===== config.mk =====
export PLATFORM = sky130hd
export DESIGN_NAME = sorted_circular_priority_queue
export DESIGN_NICKNAME = d
export VERILOG_FILES = /design/src/rtl/scpq_pkg.sv /design/src/rtl/scpq_ram.sv /design/src/rtl/sorted_circular_priority_queue.sv
export SDC_FILE = /design/constraint.sdc
export NUM_CORES = 2
export LEC_CHECK = 0
export BUFFER_PORTS_ARGS = -buffer_cell sky130_fd_sc_hd__buf_2
export CAP_MARGIN = 20
export CORE_MARGIN = 2
export CORE_UTILIZATION = 32
export DETAILED_ROUTE_END_ITERATION = 6
export GPL_TIMING_DRIVEN = 1
export MAX_ROUTING_LAYER = met4
export PLACE_DENSITY = 0.5
export SETUP_SLACK_MARGIN = 0.4
export SKIP_CTS_REPAIR_TIMING = 1
export SYNTH_ARGS = -nofsm -noshare
export SYNTH_HDL_FRONTEND = slang
export SYNTH_SLANG_ARGS = --single-unit

===== constraint.sdc =====
create_clock -name clk_i -period 6.2 [get_ports clk_i]
set_clock_uncertainty 0.15 [all_clocks]
set_input_delay 0.31 -clock clk_i [delete_from_list [all_inputs] [get_ports clk_i]]
set_output_delay 0.31 -clock clk_i [all_outputs]
set_load 0.005 [all_outputs]

===== src/rtl/scpq_pkg.sv =====
`timescale 1ns / 1ps
// ----------------------------------------------------------------------------
// scpq_pkg: sorted circular priority queue shared definitions
// Types, codes and ring arithmetic used by the queue and its entry store.
// ----------------------------------------------------------------------------
package scpq_pkg;

  localparam int unsigned DEPTH = 64;
  localparam int unsigned IDX_W = (DEPTH > 1) ? $clog2(DEPTH) : 1;
  localparam int unsigned CNT_W = $clog2(DEPTH + 1);
  localparam int unsigned OCC_W = 7;

  typedef enum logic [1:0] {
    CMD_ENQ  = 2'd0,
    CMD_DEQ  = 2'd1,
    CMD_PEEK = 2'd2
  } cmd_e;

  typedef enum logic [1:0] {
    ST_OK    = 2'd0,
    ST_DUP   = 2'd1,
    ST_FULL  = 2'd2,
    ST_EMPTY = 2'd3
  } status_e;

  typedef enum logic [2:0] {
    S_IDLE,
    S_SCAN,
    S_SHIFT,
    S_INSERT,
    S_HEAD
  } state_e;

  typedef struct packed {
    cmd_e        cmd;
    logic [15:0] seat_number;
    logic [15:0] queue_number;
    logic [15:0] holder_tag;
  } req_t;

  typedef struct packed {
    status_e          status;
    logic [15:0]      out_seat;
    logic [15:0]      out_queue_number;
    logic [15:0]      out_holder;
    logic [OCC_W-1:0] occupancy;
    logic             is_empty;
    logic             is_full;
  } res_t;

  typedef struct packed {
    logic [15:0] seat;
    logic [15:0] prio;
    logic [15:0] tag;
  } entry_t;

  // Physical slot of logical position k counted from the head.
  function automatic logic [IDX_W-1:0] ring_pos(input logic [IDX_W-1:0] head,
                                                input logic [CNT_W-1:0] k);
    logic [IDX_W:0] sum;
    sum = {1'b0, head} + (IDX_W+1)'(k);
    if (sum >= (IDX_W+1)'(DEPTH)) begin
      sum = sum - (IDX_W+1)'(DEPTH);
    end
    return sum[IDX_W-1:0];
  endfunction

endpackage


===== src/rtl/scpq_ram.sv =====
`timescale 1ns / 1ps
// ----------------------------------------------------------------------------
// scpq_ram: generic single-write, single-read RAM
// One write port, one read port with registered read data.
// ----------------------------------------------------------------------------
module scpq_ram #(
  parameter int unsigned WIDTH = 8,
  parameter int unsigned DEPTH = 16,
  parameter int unsigned AW    = (DEPTH > 1) ? $clog2(DEPTH) : 1
) (
  input  logic             clk_i,
  input  logic             we_i,
  input  logic [AW-1:0]    waddr_i,
  input  logic [WIDTH-1:0] wdata_i,
  input  logic [AW-1:0]    raddr_i,
  output logic [WIDTH-1:0] rdata_o
);

  logic [WIDTH-1:0] mem_q [DEPTH];

  always_ff @(posedge clk_i) begin
    if (we_i) begin
      mem_q[waddr_i] <= wdata_i;
    end
    rdata_o <= mem_q[raddr_i];
  end

endmodule


===== src/rtl/sorted_circular_priority_queue.sv =====
`timescale 1ns / 1ps
// ----------------------------------------------------------------------------
// sorted_circular_priority_queue: priority queue kept sorted in a ring RAM
// Holds up to DEPTH entries in ascending priority order, with unique seats.
// ----------------------------------------------------------------------------
// Usage:
//   A request (req_i) is taken on a rising edge with start high and busy low.
//   Commands: enqueue, dequeue, peek. Exactly one result per request appears
//   on res_o, flagged by done_o for a single cycle; there is no back-pressure,
//   the receiver must take it in that cycle.
// Sequence (p = insertion position):
//   unused command code, or dequeue/peek on an empty queue: result in the
//   cycle after the request; dequeue/peek otherwise: after one RAM read.
//   enqueue: the single RAM port pair sets the pace. A scan reads one entry a
//   cycle for the duplicate check and the insertion point, then the tail
//   entries from p up move up one slot a cycle, then the new entry is written
//   at p, and the result follows in the next cycle. A duplicate or full
//   reject ends right after the scan.
//   busy is high after an enqueue or a non-empty dequeue/peek is taken, until
//   the result cycle; a new request may be taken in the same cycle that done_o is high.
// Reset: the queue is empty and the head sits at slot 0. The RAM is not
//   cleared; only slots that were written are ever used.
// ----------------------------------------------------------------------------
module sorted_circular_priority_queue (
  input  logic            clk_i,
  input  logic            rst_ni,
  input  logic            start,
  output logic            busy,
  input  scpq_pkg::req_t  req_i,
  output logic            done_o,
  output scpq_pkg::res_t  res_o
);
  import scpq_pkg::*;

  state_e           state_q, state_d;
  req_t             req_q, req_d;
  logic [IDX_W-1:0] head_q, head_d;
  logic [CNT_W-1:0] cnt_q, cnt_d;

  // scan / shift bookkeeping
  logic [CNT_W-1:0] k_q, k_d;          // logical position walked
  logic [CNT_W-1:0] p_q, p_d;          // insertion position
  logic [CNT_W-1:0] ridx_q, ridx_d;    // position of the data now on the read port
  logic             rdv_q, rdv_d;      // read data belongs to the scan
  logic             found_q, found_d;  // insertion point located
  logic             dup_q, dup_d;      // seat already present
  logic             pend_q, pend_d;    // shifted entry waiting to be written
  logic [IDX_W-1:0] pdst_q, pdst_d;    // its destination slot

  logic             done_q, done_d;
  res_t             res_q, res_d;
  status_e          status_d;
  entry_t           hold_d;

  // RAM port
  logic             mem_we;
  logic [IDX_W-1:0] mem_waddr;
  entry_t           mem_wdata;
  logic [IDX_W-1:0] mem_raddr;
  entry_t           mem_rdata;

  logic accept;
  assign accept = start && !busy;
  assign busy   = (state_q != S_IDLE);

  scpq_ram #(
    .WIDTH ($bits(entry_t)),
    .DEPTH (DEPTH)
  ) u_ram (
    .clk_i   (clk_i),
    .we_i    (mem_we),
    .waddr_i (mem_waddr),
    .wdata_i (mem_wdata),
    .raddr_i (mem_raddr),
    .rdata_o (mem_rdata)
  );

  always_ff @(posedge clk_i or negedge rst_ni) begin
    if (!rst_ni) begin
      state_q <= S_IDLE;
      head_q  <= '0;
      cnt_q   <= '0;
      k_q     <= '0;
      p_q     <= '0;
      ridx_q  <= '0;
      rdv_q   <= 1'b0;
      found_q <= 1'b0;
      dup_q   <= 1'b0;
      pend_q  <= 1'b0;
      pdst_q  <= '0;
      done_q  <= 1'b0;
    end else begin
      state_q <= state_d;
      head_q  <= head_d;
      cnt_q   <= cnt_d;
      k_q     <= k_d;
      p_q     <= p_d;
      ridx_q  <= ridx_d;
      rdv_q   <= rdv_d;
      found_q <= found_d;
      dup_q   <= dup_d;
      pend_q  <= pend_d;
      pdst_q  <= pdst_d;
      done_q  <= done_d;
    end
  end

  // payload registers, no reset
  always_ff @(posedge clk_i) begin
    req_q <= req_d;
    if (done_d) begin
      res_q <= res_d;
    end
  end

  always_comb begin
    state_d   = state_q;
    req_d     = req_q;
    head_d    = head_q;
    cnt_d     = cnt_q;
    k_d       = k_q;
    p_d       = p_q;
    ridx_d    = ridx_q;
    rdv_d     = 1'b0;
    found_d   = found_q;
    dup_d     = dup_q;
    pend_d    = pend_q;
    pdst_d    = pdst_q;
    done_d    = 1'b0;
    status_d  = ST_OK;
    hold_d    = '0;
    mem_we    = 1'b0;
    mem_waddr = pdst_q;
    mem_wdata = mem_rdata;
    mem_raddr = head_q;

    unique case (state_q)
      S_IDLE: begin
        mem_raddr = head_q;  // head is ready next cycle for dequeue/peek
        if (accept) begin
          req_d = req_i;
          unique case (req_i.cmd)
            CMD_ENQ: begin
              k_d     = '0;
              p_d     = cnt_q;
              found_d = 1'b0;
              dup_d   = 1'b0;
              state_d = S_SCAN;
            end
            CMD_DEQ, CMD_PEEK: begin
              if (cnt_q == '0) begin
                status_d = ST_EMPTY;
                done_d   = 1'b1;
              end else begin
                state_d = S_HEAD;
              end
            end
            default: begin
              status_d = ST_OK;
              done_d   = 1'b1;
            end
          endcase
        end
      end

      S_SCAN: begin
        mem_raddr = ring_pos(head_q, k_q);
        if (k_q < cnt_q) begin
          rdv_d  = 1'b1;
          ridx_d = k_q;
          k_d    = k_q + 1'b1;
        end
        if (rdv_q) begin
          if (mem_rdata.seat == req_q.seat_number) begin
            dup_d = 1'b1;
          end
          if (!found_q && (mem_rdata.prio > req_q.queue_number)) begin
            found_d = 1'b1;
            p_d     = ridx_q;
          end
        end
        if ((k_q >= cnt_q) && !rdv_q) begin
          priority if (dup_q) begin
            status_d = ST_DUP;
            done_d   = 1'b1;
            state_d  = S_IDLE;
          end else if (cnt_q == CNT_W'(DEPTH)) begin
            status_d = ST_FULL;
            done_d   = 1'b1;
            state_d  = S_IDLE;
          end else begin
            k_d     = cnt_q;
            pend_d  = 1'b0;
            state_d = S_SHIFT;
          end
        end
      end

      S_SHIFT: begin
        // read slot k-1 while the previous read lands one slot higher
        mem_raddr = ring_pos(head_q, k_q - 1'b1);
        if (pend_q) begin
          mem_we    = 1'b1;
          mem_waddr = pdst_q;
          mem_wdata = mem_rdata;
        end
        if (k_q > p_q) begin
          pdst_d = ring_pos(head_q, k_q);
          pend_d = 1'b1;
          k_d    = k_q - 1'b1;
        end else begin
          pend_d  = 1'b0;
          state_d = S_INSERT;
        end
      end

      S_INSERT: begin
        mem_we         = 1'b1;
        mem_waddr      = ring_pos(head_q, p_q);
        mem_wdata.seat = req_q.seat_number;
        mem_wdata.prio = req_q.queue_number;
        mem_wdata.tag  = req_q.holder_tag;
        cnt_d          = cnt_q + 1'b1;
        status_d       = ST_OK;
        done_d         = 1'b1;
        state_d        = S_IDLE;
      end

      S_HEAD: begin
        hold_d   = mem_rdata;
        status_d = ST_OK;
        done_d   = 1'b1;
        state_d  = S_IDLE;
        if (req_q.cmd == CMD_DEQ) begin
          head_d = ring_pos(head_q, CNT_W'(1));
          cnt_d  = cnt_q - 1'b1;
        end
      end

      default: begin
        state_d = S_IDLE;
      end
    endcase

    res_d.status           = status_d;
    res_d.out_seat         = hold_d.seat;
    res_d.out_queue_number = hold_d.prio;
    res_d.out_holder       = hold_d.tag;
    res_d.occupancy        = OCC_W'(cnt_d);
    res_d.is_empty         = (cnt_d == '0);
    res_d.is_full          = (cnt_d == CNT_W'(DEPTH));
  end

  assign done_o = done_q;
  assign res_o  = res_q;

  // ---------------------------------------------------------------- checks
  a_cnt_bound: assert property (@(posedge clk_i) disable iff (!rst_ni)
    cnt_q <= CNT_W'(DEPTH))
    else $error("entry count above depth");

  a_done_idle: assert property (@(posedge clk_i) disable iff (!rst_ni)
    done_o |-> !busy)
    else $error("result issued while still busy");

  a_reject_keeps: assert property (@(posedge clk_i) disable iff (!rst_ni)
    done_o && (res_o.status == ST_FULL || res_o.status == ST_DUP)
      |-> cnt_q == $past(cnt_q))
    else $error("rejected enqueue changed the count");

  a_empty_fast: assert property (@(posedge clk_i) disable iff (!rst_ni)
    accept && (req_i.cmd == CMD_DEQ || req_i.cmd == CMD_PEEK) && cnt_q == '0
      |=> done_o && res_o.status == ST_EMPTY)
    else $error("empty dequeue/peek not answered at once");

  a_write_window: assert property (@(posedge clk_i) disable iff (!rst_ni)
    mem_we |-> (state_q == S_SHIFT || state_q == S_INSERT))
    else $error("RAM write outside shift/insert");

endmodule

==> PnR_summary.wiki <==
{| class="wikitable"
! Metric !! Value
|-
| Run status || completed
|-
| Sequential cell area || 97700 um2
|-
| Maximum number of pins on one net before global-route repair || 108
|-
| DRC violation count after routing || 0
|-
| Switching share of power || 43.5%
|-
| Largest cells by area after synthesis || edfxtp_1 73%, nand2_1 6.9%, nand3_1 3.1%
|-
| Average wire per cell in the routed design || 30.5 um
|-
| Non-filler instance count after layout || 15601
|-
| Number of enable flip-flop cells after synthesis || 3181
|-
| Total die area || 414000 um2
|-
| Share of the yosys chip area belonging to registers || 74.7%
|-
| Clock edge transition at the registers on the reported setup and hold paths || 60 ps
|-
| Post-synthesis instance area || 131000 um2
|-
| Count of pins over their slew limit || 0
|-
| Share of post-route cells with drive strength above 1 || 11.3%
|-
| Slew @ Worst Pin || 1220 ps
|-
| Synth area leader || edfxtp_1
|-
| Portion of total power attributed to the clock network || 21.6%
|-
| Top cell type's share of synthesized area || 73.1%
|-
| I/O pins || 114
|-
| Post-layout net count || 9983
|-
| P_sw || 40300 uW
|-
| Top-count cell post-synth || edfxtp_1
|-
| Residual antenna-violating net count after detailed routing || 0
|-
| Root buffer selected by CTS || clkbuf_16
|-
| Number of sinks on the clock net || 3277
|-
| Delay contributed by the slowest stage of the critical path || 730 ps
|-
| Pint || 52400 uW
|-
| First-pass DRT Iterations || 6
|-
| Combinational cell fraction of total power || 46.2%
|-
| Floorplan die width || 643 um
|-
| Crit-path max FO || 38
|-
| Synth Instances || 9629
|-
| Startpoint class of the critical path || flip-flop
|-
| Residual overflow from global routing || 0
|-
| Final critical delay including setup and external delays || 5520 ps
|-
| Port buffer count || 113
|-
| Tcrit/Tclk final || 89.1%
|-
| Worst EP arrival || 6150 ps
|-
| Initial drt markers || 12289
|-
| Worst path buffer plus inverter count || 3
|-
| Kind of capture point of the worst setup path || flip-flop
|-
| Clock buffers created by TritonCTS || 338
|-
| Total of fill cells in the finished design || 38314
|-
| Multi-input combinational cell area || 30600 um2
|-
| Die outline height || 643 um
|-
| Core area || 406000 um2
|-
| Count of endpoints failing hold in the final timing report || 0
|-
| Achievable clock frequency || 181 MHz
|-
| Number of global-route vias before repair || 81747
|-
| Worst reg2reg setup slack || 680 ps
|-
| TritonCTS clock tree || done
|-
| Synthesized netlist net count || 9736
|-
| CP cell instances || inv_1, ha_1, inv_1, fa_1, nor2_1, a22oi_2, and2_4, buf_4, nand2_1, a311oi_1, a311o_1, o311ai_0, a311oi_1
|-
| RSZ-0062 raised after global routing || no
|-
| Global-route wire length before repair || 657 mm
|-
| Placed cell count || 14860
|-
| Summed area of non-filler cells in the final layout || 152000 um2
|-
| Largest vdd supply drop || 0.539 mV
|-
| Seq pwr share || 32.2%
|-
| CTS H-Tree Depth || 5
|-
| Number of register bits inferred by synthesis || 3277
|-
| WP data required || 6820 ps
|-
| Clock Tree Buf Depth || 4
|-
| Type of the worst setup path || reg -> reg
|-
| Count of warnings emitted by yosys || 0
|-
| Number of distinct standard cells referenced by the synthesized netlist || 80
|-
| Top post-synthesis cells by count || 3181 x edfxtp_1, 2415 x nand2_1, 801 x nand3_1
|-
| Total routing resource utilization after global routing || 22.8%
|-
| Fin Hold WS || 12.2 ps
|-
| Largest delay share family, worst path || compound AO/OA/AOI/OAI gates
|-
| Count of vias placed by the detailed router || 88094
|-
| Setup violation total in the final timing report || 0
|-
| Final weighted congestion in routability-driven placement || 0.838
|-
| Total power draw || 92700 uW
|-
| Max-cap violation count || 0
|-
| Clock latency at the later pin of the worst-skew pair || 960 ps
|-
| Final WL || 475 mm
|-
| Mapped Avg Cell Area || 13.6 um2
|-
| Signed area change from the synthesized netlist to the final layout || 16.4%
|-
| Std cell rows || 234
|-
| Crit path max-delay cell type || and2_4
|-
| Final HPWL from detailed placement || 255 mm
|-
| Static Leakage || 0.0509 uW
|-
| Initial antenna violation count || 36
|-
| Fraction of synthesis flops using an asynchronous set or reset pin || 1.46%
|-
| Fin Setup TNS || 0 ps
|-
| Post-place instance area || 140000 um2
|-
| Dominant synthesized flop cell || edfxtp_1
|-
| Power density over cell area || 609 nW/um2
|-
| Min-Delay Path Class || in -> reg
|-
| Worst max-slew margin expressed relative to the limit || 18.3%
|-
| Vias per cell || 5.65
|-
| Initial core utilization || 32.2%
|}
## worst reg2reg max path: cells and delay by family (launching register included)
family	cells	cell delay (ps)
flops	1	570
fa+ha+maj	2	850
simple gates	3	920
compound gates	5	2040
buf+inv	3	810
## power groups by stage
stage          Combinational, uW  Sequential, uW  Clock (uW)
2_1_floorplan              25600           29900           0
3_3_place_gp               41600           30300           0
3_5_place_dp               42000           30300           0
4_1_cts                    42100           29900       20300
5_1_grt                    45900           29900       21100
6_report                   42800           29800       20000
## worst paths after layout
path	startpoint	endpoint	cells past startpoint
worst max-delay path	k_q[0]	u_ram.rdata_o[42]	13
worst min register to register	pdst_q[0]	pdst_q[0]	2
worst min-delay path	req_i[12]	req_q[12]	2
max in group asynchronous	rst_ni	state_q[2]	4
min in group asynchronous	rst_ni	done_o	4
worst max register to register	k_q[0]	u_ram.rdata_o[42]	13
## metrics by stage
step                worst slack (ps)  utilization [%]
finish                           677             37.5
global route                     544             37.4
CTS                              725             37.2
detailed placement               765             34.5
global placement                 779             34.5
floorplan                       1470                -
## per-layer routing
metal  global-route usage (%)  vias up  routed length (um)  share of wire, %
met1                     31.0    45706              197000                41
met4                     6.30        0               14200               3.0
met3                     3.79      765               44200               9.3
met2                     35.4     4628              220000                46
met5                        -        -                   0                 0
li1                         -    36995                   -                 -
## flip-flops by register name (all words and copies together) (netlist names)
register / count
dup_q: 1
res_o: 59
head_q: 6
p_q: 7
u_ram.mem_q: 3072
ridx_q: 7
state_q: 3
done_o: 1
req_q: 50
found_q: 1
u_ram.rdata_o: 48
pdst_q: 6
k_q: 7
rdv_q: 1
cnt_q: 7
pend_q: 1
## cell usage in the layout (no fill, tap or decap), drive strengths merged, types with 7 or more instances in the layout
master       count
o21a             9
nand2         2416
a32oi           57
mux2i           15
clkinv         136
and4            50
nor2b            7
nand2b           7
xor2            19
nand3          804
bufinv          20
dlygate4sd3     96
dfxtp           48
a21oi          159
o21ai           81
mux2            18
clkbuf         450
buf            520
diode           16
nand4           59
a21o            10
edfxtp        3181
a311oi         339
a31oi          249
dfrtp           48
xnor2           22
a211oi         403
nor2           124
nor3           103
and3           451
inv             64
a22oi           52
ha              51
## cell type report
type	instances	share of cell area (%)
clock inverters	171	0.973
clock buffers	450	6.05
flip-flops and latches	3277	64.2
inverters	54	0.133
repair buffers	616	4.05
well taps	5428	4.46
multi-input cells	5589	20.1
diodes	16	0.0263
## kinds of logic after synthesis
kind of cell | count (synthesis) | synth area share (%)
compound gates | 1411 | 7.87
xor+xnor | 41 | 0.280
fa+ha+maj | 54 | 0.534
buf+inv | 763 | 2.52
flops | 3277 | 74.7
mux | 33 | 0.270
simple gates | 4050 | 13.8
No activity file was read; power rests on OpenSTA's default activity.
